File: src/sv/status_led_pattern_sequencer_assert.svh
// assertion helpers for the status led pattern sequencer
`ifndef STATUS_LED_PATTERN_SEQUENCER_ASSERT_SVH
`define STATUS_LED_PATTERN_SEQUENCER_ASSERT_SVH

// same-cycle implication, disabled while reset is asserted
`define SLPS_ASSERT_IMPL(name, clk, rst_n, ante, cons, msg) \
  name: assert property (@(posedge clk) disable iff (!rst_n) (ante) |-> (cons)) \
    else $error(msg);

// next-cycle implication, disabled while reset is asserted
`define SLPS_ASSERT_NEXT(name, clk, rst_n, ante, cons, msg) \
  name: assert property (@(posedge clk) disable iff (!rst_n) (ante) |=> (cons)) \
    else $error(msg);

`endif

File: src/sv/slps_pkg.sv
package slps_pkg;

  // list depth default and field widths
  localparam int LIST_DEPTH_DEF = 6;
  localparam int TIME_W         = 16;
  localparam int THR_W          = 8;
  localparam int CFG_IDX_W      = 3;
  localparam int CFG_DATA_W     = 16;
  localparam int UPC_W          = 5;

  typedef logic [2:0]        code_t;
  typedef logic [TIME_W-1:0] time_t;
  typedef logic [UPC_W-1:0]  upc_t;

  // status codes
  localparam code_t CODE_INIT    = 3'd0;
  localparam code_t CODE_READY   = 3'd1;
  localparam code_t CODE_NOCARD  = 3'd2;
  localparam code_t CODE_NOHTML  = 3'd3;
  localparam code_t CODE_NOLOGS  = 3'd4;
  localparam code_t CODE_NOWIFI  = 3'd5;
  localparam code_t CODE_NODEV   = 3'd6;
  localparam code_t CODE_UNKNOWN = 3'd7;

  // configuration register reset values
  localparam time_t            BLINK_RST   = 16'd500;
  localparam time_t            PAUSE_RST   = 16'd1500;
  localparam time_t            IDLE_RST    = 16'd2000;
  localparam time_t            UNKNOWN_RST = 16'd2000;
  localparam time_t            READY_RST   = 16'd100;
  localparam logic [THR_W-1:0] THR_RST     = 8'd2;

  typedef enum logic [CFG_IDX_W-1:0] {
    CFG_BLINK     = 3'd0,
    CFG_PAUSE     = 3'd1,
    CFG_IDLE      = 3'd2,
    CFG_UNKNOWN   = 3'd3,
    CFG_READY     = 3'd4,
    CFG_THRESHOLD = 3'd5
  } cfg_idx_e;

  typedef enum logic [1:0] {
    REQ_TICK     = 2'd0,
    REQ_ADD      = 2'd1,
    REQ_REMOVE   = 2'd2,
    REQ_PRESENCE = 2'd3
  } req_e;

  typedef enum logic [1:0] {
    MODE_PENDING = 2'd0,
    MODE_PATTERN = 2'd1,
    MODE_IDLE    = 2'd2
  } play_mode_e;

  typedef struct packed {
    logic yellow;
    logic green;
    logic red;
  } leds_t;

  localparam leds_t LEDS_OFF    = 3'b000;
  localparam leds_t LEDS_RED    = 3'b001;
  localparam leds_t LEDS_GREEN  = 3'b010;
  localparam leds_t LEDS_YELLOW = 3'b100;

  // which time register sets a phase length
  typedef enum logic [1:0] {
    LEN_BLINK   = 2'd0,
    LEN_PAUSE   = 2'd1,
    LEN_READY   = 2'd2,
    LEN_UNKNOWN = 2'd3
  } len_e;

  typedef struct packed {
    logic  ok;
    leds_t leds;
    len_e  len_sel;
  } phase_t;

  // datapath micro-operations
  typedef enum logic [3:0] {
    OP_NOP      = 4'd0,
    OP_ACCEPT   = 4'd1,
    OP_RM_GUARD = 4'd2,
    OP_REMOVE   = 4'd3,
    OP_ADD      = 4'd4,
    OP_PRESENCE = 4'd5,
    OP_DEC      = 4'd6,
    OP_STEP_INC = 4'd7,
    OP_POS_INC  = 4'd8,
    OP_START    = 4'd9,
    OP_LOAD     = 4'd10,
    OP_OUTPUT   = 4'd11
  } op_e;

  // operand of the list search
  typedef enum logic [1:0] {
    SEL_ITEM  = 2'd0,
    SEL_READY = 2'd1,
    SEL_NODEV = 2'd2
  } sel_e;

  // branch conditions
  typedef enum logic [3:0] {
    C_NEXT       = 4'd0,
    C_GOTO       = 4'd1,
    C_DISPATCH   = 4'd2,
    C_OUT_FREE   = 4'd3,
    C_PENDING    = 4'd4,
    C_TIMER_NZ   = 4'd5,
    C_MODE_IDLE  = 4'd6,
    C_PHASE_OK   = 4'd7,
    C_POS_IN     = 4'd8,
    C_LIST_EMPTY = 4'd9,
    C_NO_ACT     = 4'd10,
    C_PRESENT    = 4'd11
  } cond_e;

  typedef struct packed {
    op_e   op;
    sel_e  sel;
    cond_e cond;
    upc_t  target;
  } ctrl_t;

  typedef struct packed {
    logic fire;
    req_e req;
    logic pending;
    logic timer_nz;
    logic mode_idle;
    logic phase_ok;
    logic pos_in;
    logic list_empty;
    logic no_act;
    logic present;
    logic out_free;
  } status_t;

  // microcode addresses
  localparam upc_t UA_IDLE     = 5'd0;
  localparam upc_t UA_ADD_RM   = 5'd1;
  localparam upc_t UA_ADD      = 5'd2;
  localparam upc_t UA_REM      = 5'd3;
  localparam upc_t UA_PRES     = 5'd4;
  localparam upc_t UA_PRES_CHK = 5'd5;
  localparam upc_t UA_PRES_DIR = 5'd6;
  localparam upc_t UA_ND_RM    = 5'd7;
  localparam upc_t UA_ND_ADD   = 5'd8;
  localparam upc_t UA_ND_DEL   = 5'd9;
  localparam upc_t UA_T_DEC    = 5'd10;
  localparam upc_t UA_T_CHK    = 5'd11;
  localparam upc_t UA_T_MODE   = 5'd12;
  localparam upc_t UA_T_STEP   = 5'd13;
  localparam upc_t UA_T_PHASE  = 5'd14;
  localparam upc_t UA_T_POS    = 5'd15;
  localparam upc_t UA_T_POSCHK = 5'd16;
  localparam upc_t UA_T_START  = 5'd17;
  localparam upc_t UA_T_LOAD   = 5'd18;
  localparam upc_t UA_DONE     = 5'd19;

  // led pattern table: levels and length source of one phase
  function automatic phase_t pattern_phase(input code_t code, input logic [2:0] step);
    phase_t     ph;
    logic [2:0] pairs;
    leds_t      color;
    logic       blinky;
    ph     = '{ok: 1'b0, leds: LEDS_OFF, len_sel: LEN_PAUSE};
    pairs  = 3'd0;
    color  = LEDS_RED;
    blinky = 1'b0;
    unique case (code)
      CODE_INIT: begin
        pairs  = 3'd1;
        color  = LEDS_GREEN;
        blinky = 1'b1;
      end
      CODE_NOHTML: begin
        pairs  = 3'd3;
        blinky = 1'b1;
      end
      CODE_NOLOGS: begin
        pairs  = 3'd2;
        blinky = 1'b1;
      end
      CODE_READY: begin
        if (step == 3'd0) begin
          ph = '{ok: 1'b1, leds: LEDS_GREEN, len_sel: LEN_READY};
        end else if (step == 3'd1) begin
          ph = '{ok: 1'b1, leds: LEDS_GREEN, len_sel: LEN_PAUSE};
        end
      end
      CODE_NOCARD: begin
        if (step == 3'd0) begin
          ph = '{ok: 1'b1, leds: LEDS_RED, len_sel: LEN_PAUSE};
        end
      end
      CODE_NODEV: begin
        if (step == 3'd0) begin
          ph = '{ok: 1'b1, leds: LEDS_YELLOW, len_sel: LEN_PAUSE};
        end
      end
      CODE_NOWIFI: begin
        if (step == 3'd0) begin
          ph = '{ok: 1'b1, leds: LEDS_RED, len_sel: LEN_BLINK};
        end else if (step == 3'd1) begin
          ph = '{ok: 1'b1, leds: LEDS_OFF, len_sel: LEN_PAUSE};
        end
      end
      default: begin
        if (step == 3'd0) begin
          ph = '{ok: 1'b1, leds: LEDS_OFF, len_sel: LEN_UNKNOWN};
        end else if (step == 3'd1) begin
          ph = '{ok: 1'b1, leds: LEDS_OFF, len_sel: LEN_PAUSE};
        end
      end
    endcase
    // blink pairs followed by a pause
    if (blinky) begin
      if ({1'b0, step} < {pairs, 1'b0}) begin
        ph = '{ok: 1'b1, leds: (step[0] ? LEDS_OFF : color), len_sel: LEN_BLINK};
      end else if ({1'b0, step} == {pairs, 1'b0}) begin
        ph = '{ok: 1'b1, leds: LEDS_OFF, len_sel: LEN_PAUSE};
      end
    end
    return ph;
  endfunction

endpackage

File: src/sv/slps_if.sv
// request channel
interface slps_in_if;
  logic       valid;
  logic       ready;
  logic [1:0] req_type;
  logic [2:0] status_code;
  logic       device_present;

  modport source (output valid, req_type, status_code, device_present, input ready);
  modport sink (input valid, req_type, status_code, device_present, output ready);
endinterface

// result channel
interface slps_out_if;
  logic       valid;
  logic       ready;
  logic       red_on;
  logic       green_on;
  logic       yellow_on;
  logic       code_active;
  logic [2:0] active_count;
  logic       add_dropped;

  modport source (output valid, red_on, green_on, yellow_on, code_active, active_count,
                  add_dropped, input ready);
  modport sink (input valid, red_on, green_on, yellow_on, code_active, active_count,
                add_dropped, output ready);
endinterface

// configuration write channel
interface slps_cfg_if;
  logic                             valid;
  logic                             ready;
  logic [slps_pkg::CFG_IDX_W-1:0]  index;
  logic [slps_pkg::CFG_DATA_W-1:0] data;

  modport source (output valid, index, data, input ready);
  modport sink (input valid, index, data, output ready);
endinterface

File: src/sv/slps_ucode_rom.sv
module slps_ucode_rom (
  input  slps_pkg::upc_t  addr_i,
  output slps_pkg::ctrl_t ctrl_o
);

  function automatic slps_pkg::ctrl_t cw(input slps_pkg::op_e op, input slps_pkg::sel_e sel,
                                         input slps_pkg::cond_e cond,
                                         input slps_pkg::upc_t target);
    slps_pkg::ctrl_t w;
    w = '{op: op, sel: sel, cond: cond, target: target};
    return w;
  endfunction

  // control program
  always_comb begin
    unique case (addr_i)
      slps_pkg::UA_IDLE:     ctrl_o = cw(slps_pkg::OP_ACCEPT, slps_pkg::SEL_ITEM,
                                         slps_pkg::C_DISPATCH, slps_pkg::UA_IDLE);
      // add: drop ready unless ready is added, then append
      slps_pkg::UA_ADD_RM:   ctrl_o = cw(slps_pkg::OP_RM_GUARD, slps_pkg::SEL_READY,
                                         slps_pkg::C_NEXT, slps_pkg::UA_IDLE);
      slps_pkg::UA_ADD:      ctrl_o = cw(slps_pkg::OP_ADD, slps_pkg::SEL_ITEM,
                                         slps_pkg::C_GOTO, slps_pkg::UA_DONE);
      slps_pkg::UA_REM:      ctrl_o = cw(slps_pkg::OP_REMOVE, slps_pkg::SEL_ITEM,
                                         slps_pkg::C_GOTO, slps_pkg::UA_DONE);
      // presence debounce
      slps_pkg::UA_PRES:     ctrl_o = cw(slps_pkg::OP_PRESENCE, slps_pkg::SEL_ITEM,
                                         slps_pkg::C_NEXT, slps_pkg::UA_IDLE);
      slps_pkg::UA_PRES_CHK: ctrl_o = cw(slps_pkg::OP_NOP, slps_pkg::SEL_ITEM,
                                         slps_pkg::C_NO_ACT, slps_pkg::UA_DONE);
      slps_pkg::UA_PRES_DIR: ctrl_o = cw(slps_pkg::OP_NOP, slps_pkg::SEL_ITEM,
                                         slps_pkg::C_PRESENT, slps_pkg::UA_ND_DEL);
      slps_pkg::UA_ND_RM:    ctrl_o = cw(slps_pkg::OP_REMOVE, slps_pkg::SEL_READY,
                                         slps_pkg::C_NEXT, slps_pkg::UA_IDLE);
      slps_pkg::UA_ND_ADD:   ctrl_o = cw(slps_pkg::OP_ADD, slps_pkg::SEL_NODEV,
                                         slps_pkg::C_GOTO, slps_pkg::UA_DONE);
      slps_pkg::UA_ND_DEL:   ctrl_o = cw(slps_pkg::OP_REMOVE, slps_pkg::SEL_NODEV,
                                         slps_pkg::C_GOTO, slps_pkg::UA_DONE);
      // tick: count down, advance phase, position or round
      slps_pkg::UA_T_DEC:    ctrl_o = cw(slps_pkg::OP_DEC, slps_pkg::SEL_ITEM,
                                         slps_pkg::C_PENDING, slps_pkg::UA_T_START);
      slps_pkg::UA_T_CHK:    ctrl_o = cw(slps_pkg::OP_NOP, slps_pkg::SEL_ITEM,
                                         slps_pkg::C_TIMER_NZ, slps_pkg::UA_DONE);
      slps_pkg::UA_T_MODE:   ctrl_o = cw(slps_pkg::OP_NOP, slps_pkg::SEL_ITEM,
                                         slps_pkg::C_MODE_IDLE, slps_pkg::UA_T_START);
      slps_pkg::UA_T_STEP:   ctrl_o = cw(slps_pkg::OP_STEP_INC, slps_pkg::SEL_ITEM,
                                         slps_pkg::C_NEXT, slps_pkg::UA_IDLE);
      slps_pkg::UA_T_PHASE:  ctrl_o = cw(slps_pkg::OP_NOP, slps_pkg::SEL_ITEM,
                                         slps_pkg::C_PHASE_OK, slps_pkg::UA_T_LOAD);
      slps_pkg::UA_T_POS:    ctrl_o = cw(slps_pkg::OP_POS_INC, slps_pkg::SEL_ITEM,
                                         slps_pkg::C_NEXT, slps_pkg::UA_IDLE);
      slps_pkg::UA_T_POSCHK: ctrl_o = cw(slps_pkg::OP_NOP, slps_pkg::SEL_ITEM,
                                         slps_pkg::C_POS_IN, slps_pkg::UA_T_LOAD);
      slps_pkg::UA_T_START:  ctrl_o = cw(slps_pkg::OP_START, slps_pkg::SEL_NODEV,
                                         slps_pkg::C_LIST_EMPTY, slps_pkg::UA_DONE);
      slps_pkg::UA_T_LOAD:   ctrl_o = cw(slps_pkg::OP_LOAD, slps_pkg::SEL_ITEM,
                                         slps_pkg::C_GOTO, slps_pkg::UA_DONE);
      // result register write
      slps_pkg::UA_DONE:     ctrl_o = cw(slps_pkg::OP_OUTPUT, slps_pkg::SEL_ITEM,
                                         slps_pkg::C_OUT_FREE, slps_pkg::UA_IDLE);
      default:               ctrl_o = cw(slps_pkg::OP_NOP, slps_pkg::SEL_ITEM,
                                         slps_pkg::C_GOTO, slps_pkg::UA_IDLE);
    endcase
  end

endmodule

File: src/sv/slps_sequencer.sv
module slps_sequencer (
  input  logic              clk_i,
  input  logic              rst_ni,
  input  slps_pkg::status_t status_i,
  output slps_pkg::ctrl_t   ctrl_o
);

  slps_pkg::upc_t upc_q, upc_d;
  slps_pkg::upc_t dispatch;
  logic           take;

  slps_ucode_rom u_rom (
    .addr_i (upc_q),
    .ctrl_o (ctrl_o)
  );

  // entry point of each request kind
  always_comb begin
    unique case (status_i.req)
      slps_pkg::REQ_TICK:     dispatch = slps_pkg::UA_T_DEC;
      slps_pkg::REQ_ADD:      dispatch = slps_pkg::UA_ADD_RM;
      slps_pkg::REQ_REMOVE:   dispatch = slps_pkg::UA_REM;
      slps_pkg::REQ_PRESENCE: dispatch = slps_pkg::UA_PRES;
    endcase
  end

  // branch condition select
  always_comb begin
    unique case (ctrl_o.cond)
      slps_pkg::C_PENDING:    take = status_i.pending;
      slps_pkg::C_TIMER_NZ:   take = status_i.timer_nz;
      slps_pkg::C_MODE_IDLE:  take = status_i.mode_idle;
      slps_pkg::C_PHASE_OK:   take = status_i.phase_ok;
      slps_pkg::C_POS_IN:     take = status_i.pos_in;
      slps_pkg::C_LIST_EMPTY: take = status_i.list_empty;
      slps_pkg::C_NO_ACT:     take = status_i.no_act;
      slps_pkg::C_PRESENT:    take = status_i.present;
      default:                take = 1'b0;
    endcase
  end

  // next step
  always_comb begin
    unique case (ctrl_o.cond)
      slps_pkg::C_NEXT:     upc_d = upc_q + 5'd1;
      slps_pkg::C_GOTO:     upc_d = ctrl_o.target;
      slps_pkg::C_DISPATCH: upc_d = status_i.fire ? dispatch : upc_q;
      slps_pkg::C_OUT_FREE: upc_d = status_i.out_free ? ctrl_o.target : upc_q;
      default:              upc_d = take ? ctrl_o.target : upc_q + 5'd1;
    endcase
  end

  always_ff @(posedge clk_i or negedge rst_ni) begin
    if (!rst_ni) begin
      upc_q <= slps_pkg::UA_IDLE;
    end else begin
      upc_q <= upc_d;
    end
  end

endmodule

File: src/sv/slps_datapath.sv
module slps_datapath #(
  parameter int LIST_DEPTH = slps_pkg::LIST_DEPTH_DEF
) (
  input  logic              clk_i,
  input  logic              rst_ni,
  input  slps_pkg::ctrl_t   ctrl_i,
  output slps_pkg::status_t status_o,
  slps_in_if.sink           req_i,
  slps_out_if.source        res_o,
  slps_cfg_if.sink          cfg_i
);

  localparam int CNT_W = $clog2(LIST_DEPTH + 1);
  localparam int IDX_W = (LIST_DEPTH > 1) ? $clog2(LIST_DEPTH) : 1;
  localparam logic [CNT_W-1:0] DEPTH_C = CNT_W'(LIST_DEPTH);

  // configuration registers
  slps_pkg::time_t                blink_q, pause_q, idle_q, unknown_q, ready_q;
  logic [slps_pkg::THR_W-1:0]     thr_q;

  // latched request
  slps_pkg::code_t  code_q;
  logic             present_q;
  logic             dropped_q, dropped_d;

  // code list and round snapshot
  slps_pkg::code_t  list_q [LIST_DEPTH];
  slps_pkg::code_t  list_d [LIST_DEPTH];
  slps_pkg::code_t  round_q [LIST_DEPTH];
  slps_pkg::code_t  round_d [LIST_DEPTH];
  logic [CNT_W-1:0] count_q, count_d;
  logic [CNT_W-1:0] rcount_q, rcount_d;

  // playback state
  logic [CNT_W-1:0]        pos_q, pos_d;
  logic [2:0]              step_q, step_d;
  slps_pkg::play_mode_e    mode_q, mode_d;
  slps_pkg::time_t         timer_q, timer_d;
  slps_pkg::leds_t         leds_q, leds_d;
  logic [slps_pkg::THR_W-1:0] absent_q, absent_d, prun_q, prun_d;

  // result register
  logic             out_valid_q;
  slps_pkg::leds_t  res_leds_q;
  logic             res_active_q;
  logic [2:0]       res_count_q;
  logic             res_drop_q;

  slps_pkg::code_t  operand;
  logic [LIST_DEPTH-1:0] hit, after;
  logic             found;
  slps_pkg::phase_t ph;
  slps_pkg::time_t  len;
  logic [slps_pkg::THR_W-1:0] thr;
  logic             act;
  logic             fire;
  logic             out_free;
  logic [CNT_W+2:0] cnt_ext;

  assign fire     = req_i.valid && req_i.ready;
  assign out_free = !out_valid_q || res_o.ready;
  assign cnt_ext  = {3'b000, count_q};
  assign req_i.ready = (ctrl_i.op == slps_pkg::OP_ACCEPT);
  assign cfg_i.ready = 1'b1;

  // search operand
  always_comb begin
    unique case (ctrl_i.sel)
      slps_pkg::SEL_ITEM:  operand = code_q;
      slps_pkg::SEL_READY: operand = slps_pkg::CODE_READY;
      slps_pkg::SEL_NODEV: operand = slps_pkg::CODE_NODEV;
      default:             operand = code_q;
    endcase
  end

  // parallel list search and shift mask
  always_comb begin
    for (int j = 0; j < LIST_DEPTH; j++) begin
      hit[j] = (CNT_W'(j) < count_q) && (list_q[j] == operand);
    end
    after[0] = hit[0];
    for (int j = 1; j < LIST_DEPTH; j++) begin
      after[j] = after[j-1] | hit[j];
    end
  end
  assign found = |hit;

  // phase table lookup on current position
  assign ph = slps_pkg::pattern_phase(round_q[pos_q[IDX_W-1:0]], step_q);

  always_comb begin
    unique case (ph.len_sel)
      slps_pkg::LEN_BLINK:   len = blink_q;
      slps_pkg::LEN_PAUSE:   len = pause_q;
      slps_pkg::LEN_READY:   len = ready_q;
      slps_pkg::LEN_UNKNOWN: len = unknown_q;
    endcase
  end

  // debounce threshold
  assign thr = (thr_q == '0) ? 8'd1 : thr_q;
  assign act = present_q ? (prun_q >= thr) : (absent_q >= thr);

  // status for the sequencer
  always_comb begin
    status_o.fire       = fire;
    status_o.req        = slps_pkg::req_e'(req_i.req_type);
    status_o.pending    = (mode_q == slps_pkg::MODE_PENDING);
    status_o.timer_nz   = (timer_q != '0);
    status_o.mode_idle  = (mode_q == slps_pkg::MODE_IDLE);
    status_o.phase_ok   = ph.ok;
    status_o.pos_in     = (pos_q < rcount_q);
    status_o.list_empty = (count_q == '0);
    status_o.no_act     = !act;
    status_o.present    = present_q;
    status_o.out_free   = out_free;
  end

  // micro-operation execution
  always_comb begin
    list_d    = list_q;
    round_d   = round_q;
    count_d   = count_q;
    rcount_d  = rcount_q;
    pos_d     = pos_q;
    step_d    = step_q;
    mode_d    = mode_q;
    timer_d   = timer_q;
    leds_d    = leds_q;
    absent_d  = absent_q;
    prun_d    = prun_q;
    dropped_d = dropped_q;
    unique case (ctrl_i.op)
      slps_pkg::OP_ACCEPT: begin
        if (fire) begin
          dropped_d = 1'b0;
        end
      end
      slps_pkg::OP_RM_GUARD, slps_pkg::OP_REMOVE: begin
        if (found && (ctrl_i.op == slps_pkg::OP_REMOVE || code_q != slps_pkg::CODE_READY)) begin
          for (int j = 0; j < LIST_DEPTH - 1; j++) begin
            if (after[j]) begin
              list_d[j] = list_q[j+1];
            end
          end
          count_d = count_q - CNT_W'(1);
        end
      end
      slps_pkg::OP_ADD: begin
        if (!found) begin
          if (count_q >= DEPTH_C) begin
            dropped_d = 1'b1;
          end else begin
            list_d[count_q[IDX_W-1:0]] = operand;
            count_d = count_q + CNT_W'(1);
          end
        end
      end
      slps_pkg::OP_PRESENCE: begin
        if (present_q) begin
          if (prun_q != 8'hFF) begin
            prun_d = prun_q + 8'd1;
          end
          absent_d = '0;
        end else begin
          if (absent_q != 8'hFF) begin
            absent_d = absent_q + 8'd1;
          end
          prun_d = '0;
        end
      end
      slps_pkg::OP_DEC: begin
        if (mode_q != slps_pkg::MODE_PENDING && timer_q != '0) begin
          timer_d = timer_q - 16'd1;
        end
      end
      slps_pkg::OP_STEP_INC: begin
        step_d = step_q + 3'd1;
      end
      slps_pkg::OP_POS_INC: begin
        pos_d  = pos_q + CNT_W'(1);
        step_d = 3'd0;
      end
      slps_pkg::OP_START: begin
        if (found) begin
          // no-device code plays alone
          round_d[0] = slps_pkg::CODE_NODEV;
          rcount_d   = CNT_W'(1);
          mode_d     = slps_pkg::MODE_PATTERN;
          pos_d      = '0;
          step_d     = 3'd0;
        end else if (count_q == '0) begin
          mode_d  = slps_pkg::MODE_IDLE;
          leds_d  = slps_pkg::LEDS_GREEN;
          timer_d = (idle_q == '0) ? 16'd1 : idle_q;
        end else begin
          round_d  = list_q;
          rcount_d = count_q;
          mode_d   = slps_pkg::MODE_PATTERN;
          pos_d    = '0;
          step_d   = 3'd0;
        end
      end
      slps_pkg::OP_LOAD: begin
        leds_d  = ph.leds;
        timer_d = (len == '0) ? 16'd1 : len;
      end
      default: begin
      end
    endcase
  end

  // control and list registers
  always_ff @(posedge clk_i or negedge rst_ni) begin
    if (!rst_ni) begin
      for (int j = 0; j < LIST_DEPTH; j++) begin
        list_q[j] <= slps_pkg::CODE_INIT;
      end
      count_q   <= CNT_W'(1);
      rcount_q  <= '0;
      pos_q     <= '0;
      step_q    <= 3'd0;
      mode_q    <= slps_pkg::MODE_PENDING;
      timer_q   <= '0;
      leds_q    <= slps_pkg::LEDS_OFF;
      absent_q  <= '0;
      prun_q    <= '0;
      dropped_q <= 1'b0;
    end else begin
      list_q    <= list_d;
      count_q   <= count_d;
      rcount_q  <= rcount_d;
      pos_q     <= pos_d;
      step_q    <= step_d;
      mode_q    <= mode_d;
      timer_q   <= timer_d;
      leds_q    <= leds_d;
      absent_q  <= absent_d;
      prun_q    <= prun_d;
      dropped_q <= dropped_d;
    end
  end

  // round snapshot, written before it is read
  always_ff @(posedge clk_i) begin
    round_q <= round_d;
  end

  // request capture
  always_ff @(posedge clk_i) begin
    if (fire) begin
      code_q    <= req_i.status_code;
      present_q <= req_i.device_present;
    end
  end

  // configuration writes, unknown index ignored
  always_ff @(posedge clk_i or negedge rst_ni) begin
    if (!rst_ni) begin
      blink_q   <= slps_pkg::BLINK_RST;
      pause_q   <= slps_pkg::PAUSE_RST;
      idle_q    <= slps_pkg::IDLE_RST;
      unknown_q <= slps_pkg::UNKNOWN_RST;
      ready_q   <= slps_pkg::READY_RST;
      thr_q     <= slps_pkg::THR_RST;
    end else if (cfg_i.valid) begin
      unique case (cfg_i.index)
        slps_pkg::CFG_BLINK:     blink_q   <= cfg_i.data;
        slps_pkg::CFG_PAUSE:     pause_q   <= cfg_i.data;
        slps_pkg::CFG_IDLE:      idle_q    <= cfg_i.data;
        slps_pkg::CFG_UNKNOWN:   unknown_q <= cfg_i.data;
        slps_pkg::CFG_READY:     ready_q   <= cfg_i.data;
        slps_pkg::CFG_THRESHOLD: thr_q     <= cfg_i.data[slps_pkg::THR_W-1:0];
        default: begin
        end
      endcase
    end
  end

  // result valid flag
  always_ff @(posedge clk_i or negedge rst_ni) begin
    if (!rst_ni) begin
      out_valid_q <= 1'b0;
    end else if (ctrl_i.op == slps_pkg::OP_OUTPUT && out_free) begin
      out_valid_q <= 1'b1;
    end else if (res_o.ready) begin
      out_valid_q <= 1'b0;
    end
  end

  // result payload
  always_ff @(posedge clk_i) begin
    if (ctrl_i.op == slps_pkg::OP_OUTPUT && out_free) begin
      res_leds_q   <= leds_q;
      res_active_q <= found;
      res_count_q  <= cnt_ext[2:0];
      res_drop_q   <= dropped_q;
    end
  end

  assign res_o.valid        = out_valid_q;
  assign res_o.red_on       = res_leds_q.red;
  assign res_o.green_on     = res_leds_q.green;
  assign res_o.yellow_on    = res_leds_q.yellow;
  assign res_o.code_active  = res_active_q;
  assign res_o.active_count = res_count_q;
  assign res_o.add_dropped  = res_drop_q;

endmodule

File: src/sv/status_led_pattern_sequencer.sv
// Results: a result is registered at the end of the microcode path of each request,
// and the length of that path is set by the request kind and the playback state.
// Flow: requests are handled one at a time; the next request is taken once the
// microcode sequencer returns to its idle step and the result register is free.
// Reset: the code list holds the init code, playback waits for the first tick to
// start a round, configuration takes its default values; the round list is not cleared.
`include "status_led_pattern_sequencer_assert.svh"

module status_led_pattern_sequencer #(
  parameter int LIST_DEPTH = slps_pkg::LIST_DEPTH_DEF
) (
  input logic        clk_i,
  input logic        rst_ni,
  slps_in_if.sink    req_i,
  slps_out_if.source res_o,
  slps_cfg_if.sink   cfg_i
);

  slps_pkg::ctrl_t   ctrl;
  slps_pkg::status_t status;

  // microcode sequencer
  slps_sequencer u_seq (
    .clk_i    (clk_i),
    .rst_ni   (rst_ni),
    .status_i (status),
    .ctrl_o   (ctrl)
  );

  // list, playback and result datapath
  slps_datapath #(
    .LIST_DEPTH (LIST_DEPTH)
  ) u_dp (
    .clk_i    (clk_i),
    .rst_ni   (rst_ni),
    .ctrl_i   (ctrl),
    .status_o (status),
    .req_i    (req_i),
    .res_o    (res_o),
    .cfg_i    (cfg_i)
  );

  // a taken request leaves the idle step
  `SLPS_ASSERT_NEXT(a_busy_after_req, clk_i, rst_ni, req_i.valid && req_i.ready, !req_i.ready, "request taken while previous one still in work")

  // a new result only comes from the output step
  `SLPS_ASSERT_IMPL(a_result_from_done, clk_i, rst_ni, $rose(res_o.valid), $past(ctrl.op == slps_pkg::OP_OUTPUT), "result valid raised outside the output step")

endmodule
File: src/flat_wrapper.sv
// flat-port wrapper written by rule: the top's interface ports become plain ports
module status_led_pattern_sequencer_flat 
#(
  parameter int LIST_DEPTH = slps_pkg::LIST_DEPTH_DEF
)
  (clk_i, rst_ni, req_i_valid, req_i_req_type, req_i_status_code, req_i_device_present, req_i_ready, res_o_valid, res_o_red_on, res_o_green_on, res_o_yellow_on, res_o_code_active, res_o_active_count, res_o_add_dropped, res_o_ready, cfg_i_valid, cfg_i_index, cfg_i_data, cfg_i_ready);
  slps_in_if req_i_i ();
  slps_out_if res_o_i ();
  slps_cfg_if cfg_i_i ();
  input logic clk_i;
  input logic rst_ni;
  input wire logic [$bits(req_i_i.valid)-1:0] req_i_valid;
  input wire logic [$bits(req_i_i.req_type)-1:0] req_i_req_type;
  input wire logic [$bits(req_i_i.status_code)-1:0] req_i_status_code;
  input wire logic [$bits(req_i_i.device_present)-1:0] req_i_device_present;
  output wire logic [$bits(req_i_i.ready)-1:0] req_i_ready;
  output wire logic [$bits(res_o_i.valid)-1:0] res_o_valid;
  output wire logic [$bits(res_o_i.red_on)-1:0] res_o_red_on;
  output wire logic [$bits(res_o_i.green_on)-1:0] res_o_green_on;
  output wire logic [$bits(res_o_i.yellow_on)-1:0] res_o_yellow_on;
  output wire logic [$bits(res_o_i.code_active)-1:0] res_o_code_active;
  output wire logic [$bits(res_o_i.active_count)-1:0] res_o_active_count;
  output wire logic [$bits(res_o_i.add_dropped)-1:0] res_o_add_dropped;
  input wire logic [$bits(res_o_i.ready)-1:0] res_o_ready;
  input wire logic [$bits(cfg_i_i.valid)-1:0] cfg_i_valid;
  input wire logic [$bits(cfg_i_i.index)-1:0] cfg_i_index;
  input wire logic [$bits(cfg_i_i.data)-1:0] cfg_i_data;
  output wire logic [$bits(cfg_i_i.ready)-1:0] cfg_i_ready;
  assign req_i_i.valid = req_i_valid;
  assign req_i_i.req_type = req_i_req_type;
  assign req_i_i.status_code = req_i_status_code;
  assign req_i_i.device_present = req_i_device_present;
  assign req_i_ready = req_i_i.ready;
  assign res_o_valid = res_o_i.valid;
  assign res_o_red_on = res_o_i.red_on;
  assign res_o_green_on = res_o_i.green_on;
  assign res_o_yellow_on = res_o_i.yellow_on;
  assign res_o_code_active = res_o_i.code_active;
  assign res_o_active_count = res_o_i.active_count;
  assign res_o_add_dropped = res_o_i.add_dropped;
  assign res_o_i.ready = res_o_ready;
  assign cfg_i_i.valid = cfg_i_valid;
  assign cfg_i_i.index = cfg_i_index;
  assign cfg_i_i.data = cfg_i_data;
  assign cfg_i_ready = cfg_i_i.ready;
  status_led_pattern_sequencer #(.LIST_DEPTH(LIST_DEPTH)) u_core (.clk_i(clk_i), .rst_ni(rst_ni), .req_i(req_i_i), .res_o(res_o_i), .cfg_i(cfg_i_i));
endmodule
File: config.mk
export PLATFORM = sky130hd
export DESIGN_NAME = status_led_pattern_sequencer_flat
export DESIGN_NICKNAME = d
export VERILOG_FILES = /design/src/sv/slps_pkg.sv /design/src/sv/slps_if.sv /design/src/sv/slps_ucode_rom.sv /design/src/sv/slps_sequencer.sv /design/src/sv/slps_datapath.sv /design/src/sv/status_led_pattern_sequencer.sv /design/src/flat_wrapper.sv
export VERILOG_INCLUDE_DIRS = /design/src /design/src/sv
export SDC_FILE = /design/constraint.sdc
export NUM_CORES = 1
export LEC_CHECK = 0
export BUFFER_PORTS_ARGS = -buffer_cell sky130_fd_sc_hd__buf_4
export CORE_MARGIN = 3
export CORE_UTILIZATION = 57
export CTS_CLUSTER_SIZE = 20
export DETAILED_ROUTE_END_ITERATION = 8
export PLACE_DENSITY = 0.79
export REMOVE_ABC_BUFFERS = 1
export SLEW_MARGIN = 20
export SYNTH_ARGS = -nofsm -noshare
export SYNTH_HDL_FRONTEND = slang
export SYNTH_SLANG_ARGS = --single-unit
File: constraint.sdc
create_clock -name clk_i -period 4.19 [get_ports clk_i]
set_input_delay 0.838 -clock clk_i [delete_from_list [all_inputs] [get_ports clk_i]]
set_output_delay 0.838 -clock clk_i [all_outputs]
set_load 0.03 [all_outputs]
== Yosys cells after proc, flatten, opt, wreduce, memory -nomap -nowiden ==
Memory sizes are Yosys's and may differ from the RTL's.
Cells that the tools add are included.

* Multiplexer cells: 72
* Equality and inequality tests: 71
* Reduce and logical (&&, ||, !) cells: 62
* Bitwise operators: 9
* $add $sub $neg: 8
* Order comparisons: 14

{| class="wikitable"
|+ Operators with widths
! operator !! count
|-
| two-way mux 16 bit || 5
|-
| one-hot mux 16 bit (4 select lines) || 1
|-
| two-way mux 6 bit || 10
|-
| two-way mux 18 bit || 3
|-
| two-way mux 3 bit || 18
|-
| one-hot mux 16 bit (3 select lines) || 1
|-
| two-way mux 8 bit || 5
|-
| one-hot mux 5 bit (4 select lines) || 2
|-
| equality test 4 x 3 -> 1 bit (second input constant) || 8
|-
| equality test 4 bit (second input constant) || 8
|-
| zero test 16 bit || 2
|-
| one-hot mux 15 bit (2 select lines) || 1
|-
| one-hot mux 6 bit (5 select lines) || 1
|-
| != test 2 bit (second input constant) || 14
|-
| AND reduction 5 bit || 5
|-
| one-hot mux 3 bit (2 select lines) || 4
|-
| AND reduction 2 bit || 12
|-
| bitwise mux 18 bit || 1
|-
| equality test 3 bit || 6
|-
| adder 8 x 1 -> 8 bit (second input constant) || 2
|-
| equality test 4 x 2 -> 1 bit (second input constant) || 4
|-
| greater-or-equal comparator 8 bit || 2
|-
| != test 8 bit (second input constant) || 2
|-
| nonzero test 16 bit || 1
|-
| other kinds (49) || 118
|}

* Input bits: 30
* Register bits after elaboration: 192
* ROM bits: 448
* Memories: 1
* Output and inout port bits: 11

{| class="wikitable"
|+ Memory list
! memory !! words !! bits a word !! read ports !! clocked after memory_dff !! wr ports !! RTL line !! source
|-
| (name not given) || 32 || 14 || 1 || 0 || 0 || slps_ucode_rom.sv:16 || <nowiki>unique case (addr_i)</nowiki>
|}

== Logic depth before layout (Yosys ltp) ==
Gate-level depths: netlist of the first run.

* Word-level depth: 15
* Depth in mapped cells: 19
* Mapped depth without buffers: 16

== Cells and area by module ==
From an unflattened synthesis of the first run, not the netlist that was laid out.

* Cells, all modules: 1079
* Area, all modules: 11225.8 sq um

{| class="wikitable"
|+ By module, submodules not included
! module !! area each (sq um) !! instances !! cells each
|-
| slps_datapath || 10047.1 || 1 || 931
|-
| slps_sequencer || 680.7 || 1 || 79
|-
| slps_ucode_rom || 498.0 || 1 || 69
|}

== Least setup slack after synthesis of the first run ==
OpenSTA, ideal clock, no wires.

* Kind: register to register
* From: register u_core.u_seq.upc_q[2]
* To: register u_core.u_dp.timer_q[6]
* Arrival: 4176 ps
* Library setup time: 126 ps
* Setup slack: -113 ps
* Buffers on the path: 5
* Cell stages (with the launch flop): 18
* Clock period less this slack: 4303 ps
* Path through: dfrtp_1 clkbuf_1 buf_1 mux2i_1 nand2b_1 ha_1 clkbuf_1 mux2i_4 xnor2_1 a2111oi_0 nor2_1 nand3_1 buf_2 o21ai_1 nand2_1 clkbuf_1 nor2_1 a311o_1

* Cells in the longest elaborated chain, start to end: 8
* Elaborated cells between the ends (all ways): 26
* Classes of those cells: eq/ne (14); mux (2); reduce/logical (9); memory (1)

{| class="wikitable"
|+ Ends and longest elaborated chain
! element !! RTL line !! source
|-
| start: declaration || slps_sequencer.sv:8 || <nowiki>slps_pkg::upc_t upc_q, upc_d;</nowiki>
|-
| start signal: assignment || slps_sequencer.sv:55 || <nowiki>upc_q <= slps_pkg::UA_IDLE;</nowiki>
|-
| start signal: assignment || slps_sequencer.sv:57 || <nowiki>upc_q <= upc_d;</nowiki>
|-
| memory read (32 x 14 bit) (*) || n/a ||
|-
| equality test 2 bit / equality test 2 x 1 -> 1 bit (equally long branches) || slps_datapath.sv:68 || <nowiki>unique case (ctrl_i.sel)</nowiki>
|-
| one-hot mux 3 bit (2 select lines) (*) || slps_datapath.sv:68 ||
|-
| equality test 3 bit || slps_datapath.sv:79 || <nowiki>hit[j] = (CNT_W'(j) < count_q) && (list_q[j] == operand);</nowiki>
|-
| logical AND 1 bit || slps_datapath.sv:79 ||
|-
| OR reduction 6 bit (*) || slps_datapath.sv:86 || <nowiki>assign found = |hit;</nowiki>
|-
| via u_core.u_dp.found || slps_datapath.sv:51 || <nowiki>logic found;</nowiki>
|-
| != test 2 bit (no source line) (*) || n/a ||
|-
| AND reduction 4 bit (no source line) (*) || n/a ||
|-
| end signal: assignment || slps_datapath.sv:236 || <nowiki>timer_q <= timer_d;</nowiki>
|-
| end: declaration || slps_datapath.sv:38 || <nowiki>slps_pkg::time_t timer_q, timer_d;</nowiki>
|}

The timed path passes the listed nets; every way through them passes the cells marked *.
A chain may end at the register's enable or synchronous reset.

== Worst setup path after layout of the first run ==
* From: register u_core.u_dp.pos_q[1]
* To: register u_core.u_seq.upc_q[1]

* Cells in the longest elaborated chain, start to end: 13
* Elaborated cells between the ends (all ways): 24
* Classes of those cells: order compare (2); eq/ne (7); mux (12); bitwise (1); reduce/logical (2)

{| class="wikitable"
|+ Ends and longest elaborated chain
! element !! RTL line !! source
|-
| start: declaration || slps_datapath.sv:35 || <nowiki>logic [CNT_W-1:0] pos_q, pos_d;</nowiki>
|-
| start signal: assignment || slps_datapath.sv:233 || <nowiki>pos_q <= pos_d;</nowiki>
|-
| parallel branches: the longest is 10 deep, another holds less-than comparator 3 x 4 -> 1 bit || n/a ||
|-
| one-hot mux 1 bit (8 select lines) (*) || slps_sequencer.sv:29 || <nowiki>unique case (ctrl_o.cond)</nowiki>
|-
| two-way mux 5 bit (*) || slps_sequencer.sv:49 || <nowiki>default: upc_d = take ? ctrl_o.target : upc_q + 5'd1;</nowiki>
|-
| one-hot mux 5 bit (4 select lines) (*) || slps_sequencer.sv:44 || <nowiki>unique case (ctrl_o.cond)</nowiki>
|}

Every way passes the cells marked *. The select of a mux whose other input is x is not followed.

==> results.md, run 1 <==
* Vias per cell at approximately 6.4
* CTS clk-pin slew, worst paths at about 0.070 ns
* Antenna violations before repair at 0
* Die Y-Extent at approximately 140 um
* M1 wire length at about 12 mm
* WS Path Type: flop to flop
* Switching power at between 4 and 5 mW
* Status: finished clean
* Initial DRC count at approximately 960
* Worst Skew at around 0.015 ns
* Initial Utilization at 0.582
* Worst Max-Slew Pin Slew at 0.881 ns
* Mapped Avg Cell Area at 10.3 um2
* CP peak stage delay at around 0.45 ns
* Clock power share at 0.148
* Vias at a little under 9,000
* Kind of start point of the critical path: flop
* Largest net degree at the start of global routing at between 70 and 80
* Final worst path period share at 0.954
* Slew headroom at 0.412
* Non-Filler Instances at approximately 1,400
* Drt drc at 0
* Leak at 5.20 nW
* Final core occ at 0.657
* Sw frac at 0.434
* Maximum VDD drop at 470 uV
* Pre-antenna DRT Iters at 6
* Final Hold Viols at 0
* Post-synthesis sequential area ratio at 0.457
* CTS root buffer: clkbuf_16
* Post-route cell area at approximately 0.012 mm2
* Uppermost layer routed: met4
* #FFs+latches synth at around 190
* Crit. End Element: flop
* Nets at between 1,000 and 1,500
* Clock Path Buffers at 2
* DP HPWL at 19.3 mm
* Async SR Flop Fraction at 0.844
* Gr usage total at 0.268
* Setup TNS at 0 ns
* Final WS setup at ~0.19 ns
* Antenna Nets Post-Route at 0
* Core Area at between 0.015 and 0.02 mm2
* Critical Path Fanout Max at 6
* Top delay family on crit path: compound AO/OA/AOI/OAI gates
* DIE AREA at 0.0209 mm2
* Max frequency at about 250 MHz
* Max-slew violation count at 0
* Min-delay worst type: input pin to asynchronous set/reset pin
* Worst EP required at between 4 and 5 ns
* Hold buffer count at CTS at 0
* Setup violators final at 0
* Row count at 50
* N_diodes at 0
* Met2 WL at 12.7 mm
* Vias in the first global route at about 8,500
* Clk sink count at ~190
* Area delta synth->final at 12.8%
* Hold WS at between 0.3 and 0.4 ns
* Pwr dens at ~810 mW/mm2
* Pre-CTS setup slack at -0.0851 ns
* TritonCTS clock tree: yes
* Max-Cap Viols at 0
* Tmin final at 4.00 ns
* Layout cell share with drive strength beyond 1 at 0.257
* Critical Path AT at between 4 and 5 ns
* Filler cells at between 1,000 and 1,500
* Io pins at 41
* Synth warn at 0
* Worst-Skew Late Latency at 0.43 ns
* Synth Instances at 1,062
* Routability cong. at between 0.9 and 1
* DP Area at approximately 0.012 mm2
* TritonCTS buffer count at 17
* Wire length on met3 at 1.81 mm
* Placed cells at about 1,300
* Global route overflow at 0
* Synth cell types at 79
* Drt wl/cell at 19.8 um
* First-pass GRT wire length at between 40 and 50 mm
* Worst-path cell chain: mux2_1, a22o_1, or3_1, nor2_2, a21oi_1, ha_1, a21o_1, o21a_1, a211oi_2, a2111oi_2, buf_4, a311oi_1, o21ai_1, nand2_2, mux2i_1, a222oi_1
* WP buf/inv at 1
* Synthesized cell area at 0.0109 mm2
* Proportion of power drawn by combinational gates at 0.542
* # H-tree levels at 4
* Slowest CP cell: dfrtp_2
* Most common cell after layout, fill and taps aside: dfrtp_1
* Final wirelength at approximately 27 mm
* Dominant synthesized flop cell: dfrtp_1
* Die Wd at around 140 um
* EDFF count, synth at 30
* PortBufs at 39
* Power share of the sequential group at 0.310
* Total power at ~10 mW
* Internal Pwr Total at 5.67 mW
* Commonest non-fill, non-tap cells in the layout: dfrtp_1 (130), mux2_2 (109), nand2_1 (97), buf_4 (84), nor2_1 (71)
-- cells in the mapped netlist (all sizes together) (6+ instances only) --
cell / count / area share
dfrtp: 132 / 0.30
mux2: 111 / 0.11
nand2: 99 / 0.034
nor2: 72 / 0.025
a21oi: 56 / 0.026
o21ai: 54 / 0.025
inv: 45 / 0.015
nor3: 44 / 0.020
clkbuf: 42 / 0.014
ha: 41 / 0.047
dfstp: 30 / 0.072
edfxtp: 30 / 0.082
nand3: 22 / 0.010
xnor2: 21 / 0.017
and3: 19 / 0.011
a221oi: 12 / 0.010
a31oi: 11 / 0.0063
and2: 11 / 0.0065
nand2b: 11 / 0.0063
xor2: 11 / 0.0088
buf: 10 / 0.0057
o22ai: 10 / 0.0057
a221o: 9 / 0.0082
a22o: 9 / 0.0072
mux2i: 9 / 0.0094
nor4: 9 / 0.0052
or3: 9 / 0.0052
a2111oi: 8 / 0.0065
a21o: 8 / 0.0055
o21a: 8 / 0.0055
mux4: 7 / 0.014
a22oi: 6 / 0.0041
nor2b: 6 / 0.0034
-- routing by layer --
layer,vias to the layer above,track usage
met5,-,0
met4,0,0.0717
met3,44,0.0542
met2,330,0.424
met1,4277,0.381
li1,4033,-
-- area by class of cell --
class	count	area, um2	share of cell area
Multi-Input combinational cell	772	5630	0.456
Sequential cell	192	4990	0.405
Timing Repair Buffer	89	706	0.0573
Clock buffer	20	447	0.0362
Tap cell	234	293	0.0238
Inverter	46	173	0.0140
Clock inverter	12	85.1	0.00690
-- registers in the layout (all words and copies together) (netlist names), 5 cells and up --
name                   count
u_core.u_dp.list_q        18
u_core.u_dp.round_q       18
u_core.u_dp.blink_q       16
u_core.u_dp.idle_q        16
u_core.u_dp.pause_q       16
u_core.u_dp.ready_q       16
u_core.u_dp.timer_q       16
u_core.u_dp.unknown_q     16
u_core.u_dp.absent_q       8
u_core.u_dp.prun_q         8
u_core.u_dp.thr_q          8
u_core.u_seq.upc_q         5
-- power groups by stage --
stage	clock, mW	sequential (mW)	combinational (mW)
6_report	1.48	3.10	5.43
5_1_grt	1.58	3.16	5.96
4_1_cts	1.51	3.08	5.24
3_5_place_dp	0	3.10	5.21
3_3_place_gp	0	3.09	5.10
2_1_floorplan	0	2.97	3.57
-- cell families (layout without fill, tap and decap cells) --
logic type	after synthesis	after routing	synth area share
AND/OR/NAND/NOR	329	329	0.146
AO/OA/AOI/OAI	242	242	0.150
flip-flops	192	192	0.457
multiplexers	127	127	0.139
buffers and inverters	98	167	0.0360
adder cells (fa/ha/maj)	41	41	0.0469
XOR/XNOR	32	32	0.0256
other	1	1	0.000343
-- path summary, 6_finish.rpt --
kind | from | to | slack (ns) | cells past startpoint
max | u_core.u_dp.pos_q[1] | u_core.u_seq.upc_q[1] | 0.19 | 16
min | rst_ni | u_core.u_dp.unknown_q[5] | 0.39 | 1
max reg2reg | u_core.u_dp.pos_q[1] | u_core.u_seq.upc_q[1] | 0.19 | 16
min reg2reg | u_core.u_dp.dropped_q | u_core.u_dp.res_o.add_dropped | 0.46 | 0
max in group asynchronous | rst_ni | u_core.u_dp.count_q[0] | 2.98 | 2
min in group clk_i | u_core.u_dp.dropped_q | u_core.u_dp.res_o.add_dropped | 0.46 | 0
-- timing repair --
action	CTS	global route
gates resized for setup	2	15
endpoints found under the setup margin	4	16
pin swaps	0	4
buffers inserted	0	3
No activity file was read; power rests on OpenSTA's default activity.
==> run 2, diff against run 1 <==
--- a/config.mk
+++ b/config.mk
@@ -6,7 +6,9 @@
 export SDC_FILE = /design/constraint.sdc
 export NUM_CORES = 1
 export LEC_CHECK = 0
+export ABC_AREA = 1
 export BUFFER_PORTS_ARGS = -buffer_cell sky130_fd_sc_hd__buf_4
+export CORE_ASPECT_RATIO = 0.75
 export CORE_MARGIN = 3
 export CORE_UTILIZATION = 57
 export CTS_CLUSTER_SIZE = 20
==> run 2 against run 1 <==
Compared with the run above: register-to-register slack gained 0.18 ns; synthesized area shrank 0.49%; sequential power shrank 4%; sequential share of layout area grew 1.0 points; synthesized cell count grew 23%; setup slack gained 0.18 ns; highest routed layer unchanged; clock-buffer cell count shrank 2; largest cell class unchanged; fmax grew 4.8%; sequential cell count is the same; hold slack lost 0.0041 ns; via count grew 5.2%; cell count grew 17%.
==> results.md, run 2 <==
* First-pass GRT wire length at 45.2 mm
* Commonest non-fill, non-tap cells in the layout: nand2_1 (300), o21ai_0 (151), inv_1 (140), dfrtp_1 (132), nor2_1 (95)
* Max-slew violation count at 0
* Drt wl/cell at 17.0 um
* Crit. End Element: flop
* Final wirelength at about 27 mm
* Routability cong. at 0.961
* Async SR Flop Fraction at 0.844
* Core Area at 0.0186 mm2
* Max frequency at ~260 MHz
* Initial Utilization at 0.584
* Worst-path cell chain: inv_1, ha_1, nand2_1, a21oi_1, inv_1, ha_1, inv_2, nand2_2, nand2_2, inv_2, o211ai_2, nor3_4, nor2_1, nand2_1, nor2_4, inv_2, nor2_8, nand2_4, o31ai_4, o221ai_4, nand2_1, o21ai_1
* Worst Max-Slew Pin Slew at ~0.97 ns
* Nets at roughly 1,400
* Clock Path Buffers at 2
* EDFF count, synth at 30
* Filler cells at about 1,600
* Pre-antenna DRT Iters at 5
* Placed cells at ~1,600
* CTS clk-pin slew, worst paths at roughly 0.070 ns
* Synth top cells by count: nand2_1 (300), o21ai_0 (151), inv_1 (141)
* Area taken by multi-input logic gates at between 0.005 and 0.006 mm2
* Largest net degree at the start of global routing at a little over 90
* WS Path Type: flop to flop
* Synth area leaders: dfrtp_1 (30%), nand2_1 (10%), edfxtp_1 (8.3%), dfstp_2 (7.2%), o21ai_0 (7.0%)
* Die Y-Extent at 126 um
* PortBufs at 39
* Kind of start point of the critical path: flop
* Maximum VDD drop at between 400 and 500 uV
* Mapped Avg Cell Area at about 8.3 um2
* Reg-to-Reg End: u_core.u_dp.list_q[11]
* Gr usage total at 0.273
* Biggest regs: u_core.u_dp.list_q (18), u_core.u_dp.round_q (18)
* Min-delay worst type: input pin to asynchronous set/reset pin
* Reg2reg start: u_core.u_seq.upc_q[1]
* Antenna violations before repair at 0
* Slew headroom at 0.352
* DIE AREA at just over 0.02 mm2
* CTS root buffer: clkbuf_16
* Pwr dens at 872 mW/mm2
* CP peak stage delay at roughly 0.44 ns
* Status: finished clean
* Synth cell types at 70
* Row count at 43
* Vias per cell at ~5.7
* Share of the synthesized area in the top cell type at 0.304
* # H-tree levels at 4
* Initial DRC count at between 800 and 900
* Die Wd at roughly 170 um
* N_diodes at 0
* Leak at between 5 and 6 nW
* Area delta synth->final at 10.4%
* Vias at roughly 9,100
* Final core occ at 0.645
* TritonCTS buffer count at 17
* Clk sink count at roughly 190
* DP HPWL at slightly below 20 mm
* Critical Path Fanout Max at 9
* Global route overflow at 0
* Top delay family on crit path: simple AND/OR/NAND/NOR gates
* WP buf/inv at 5
* Sequential cell area at about 0.005 mm2
* Post-synth top area cell: dfrtp_1
* Synth Instances at ~1,300
* Setup violators final at 0
* Post-synthesis sequential area ratio at 0.459
* Dominant synthesized flop cell: dfrtp_1
* Max-Cap Viols at 0
* Final Hold Viols at 0
* DP Area at approximately 0.011 mm2
* Setup TNS at 0 ns
* Worst Skew at about 0.013 ns
* Critical Path AT at ~4.1 ns
* Slowest CP cell: dfrtp_1
* RSZ-0062 raised after global routing: false
* Drt drc at 0
* Antenna Nets Post-Route at 0
* Vias in the first global route at between 8,000 and 9,000
* Worst-Skew Late Latency at ~0.44 ns
* Synth warn at 0
* Worst EP required at 4.51 ns
* Cells on worst reg2reg path at 22
* Synthesized cell area at roughly 0.011 mm2
* Post-route cell area at 0.0120 mm2
* Postcts setup bufs at 0
* Top-count cell post-synth: nand2_1
* Layout cell share with drive strength beyond 1 at 0.139
* TritonCTS clock tree: yes
* Io pins at just over 40
* Final worst path period share at 0.910
* Non-Filler Instances at ~1,600
* Most common cell after layout, fill and taps aside: nand2_1
* Hold WS at about 0.38 ns
* Hold buffer count at CTS at 0
* Slack of the worst reg-to-reg path at roughly 0.38 ns
* Tmin final at between 3 and 4 ns
* #FFs+latches synth at 192
run 2: cell types whose count changed after synthesis, sizes merged, moves of 13 or more:
cell	change
nand2	+217
inv	+118
o21ai	+115
mux2	-111
nor2	+36
nand3	+29
nor3	-22
clkbuf	-21
xnor2	-17
and3	-16
a22oi	+14
or2	+13
run 2: cell families after synthesis:
group / count (synthesis) / share of synthesized area
flip-flops: 192 / 0.459
AO/OA/AOI/OAI: 312 / 0.177
other: 1 / 0.000345
XOR/XNOR: 23 / 0.0185
adder cells (fa/ha/maj): 41 / 0.0472
buffers and inverters: 201 / 0.0755
AND/OR/NAND/NOR: 538 / 0.223
run 2: how the worst max path moves through the flow:
stage,depth (start not counted),endpoint,start
final,22,u_core.u_dp.list_q[11],u_core.u_seq.upc_q[1]
after floorplan,19,u_core.u_dp.round_q[0],u_core.u_seq.upc_q[1]
after global placement,21,u_core.u_dp.timer_q[4],u_core.u_seq.upc_q[1]
after global routing,21,u_core.u_dp.timer_q[12],u_core.u_seq.upc_q[1]
after detailed placement,21,u_core.u_dp.timer_q[7],u_core.u_seq.upc_q[1]
after CTS,21,u_core.u_dp.timer_q[2],u_core.u_seq.upc_q[1]
run 2: layout make-up:
type	count	share of cell area
clock buffer	18	0.0357
clock inverter	14	0.0165
inverter	164	0.0522
multi-input combinational	915	0.423
sequential	192	0.416
tap	247	0.0257
timing repair buffer	48	0.0314
run 2: worst reg2reg max path, cell delays in order, from the launching register on:
cell	delay, ns
dfrtp_1	0.44
inv_1	0.12
ha_1	0.24
nand2_1	0.09
a21oi_1	0.20
inv_1	0.07
ha_1	0.35
inv_2	0.09
nand2_2	0.07
nand2_2	0.17
inv_2	0.12
o211ai_2	0.19
nor3_4	0.06
nor2_1	0.14
nand2_1	0.11
nor2_4	0.19
inv_2	0.12
nor2_8	0.14
nand2_4	0.13
o31ai_4	0.22
o221ai_4	0.27
nand2_1	0.11
o21ai_1	0.06
run 2: metal layers:
metal	global-route usage	vias up	part of all wire
met5	0	-	0
met4	0.0636	0	0.010
met3	0.0533	31	0.083
met2	0.389	380	0.43
met1	0.433	4277	0.48
li1	-	4445	-
run 2: repair_timing:
item | CTS | global route
endpoints found under the hold margin | 0 | 0
resized for setup | 0 | 2
setup endpoints to repair | 0 | 12
run 2: stage by stage:
step / worst slack [ns] / total power, mW
3_5_place_dp: 0.351 / 8.60
5_1_grt: 0.0146 / 11.3
6_report: 0.376 / 10.5
4_1_cts: 0.327 / 10.4
3_3_place_gp: 0.463 / 8.45
2_1_floorplan: 0.550 / 7.00
run 2: power by group:
part	total (mW)	switching (mW)	leakage (nW)	internal (mW)
clock network	1.75	0.780	0.303	0.966
registers	2.99	0.489	2.25	2.51
logic	5.73	3.88	3.02	1.85
total	10.5	5.15	5.57	5.32
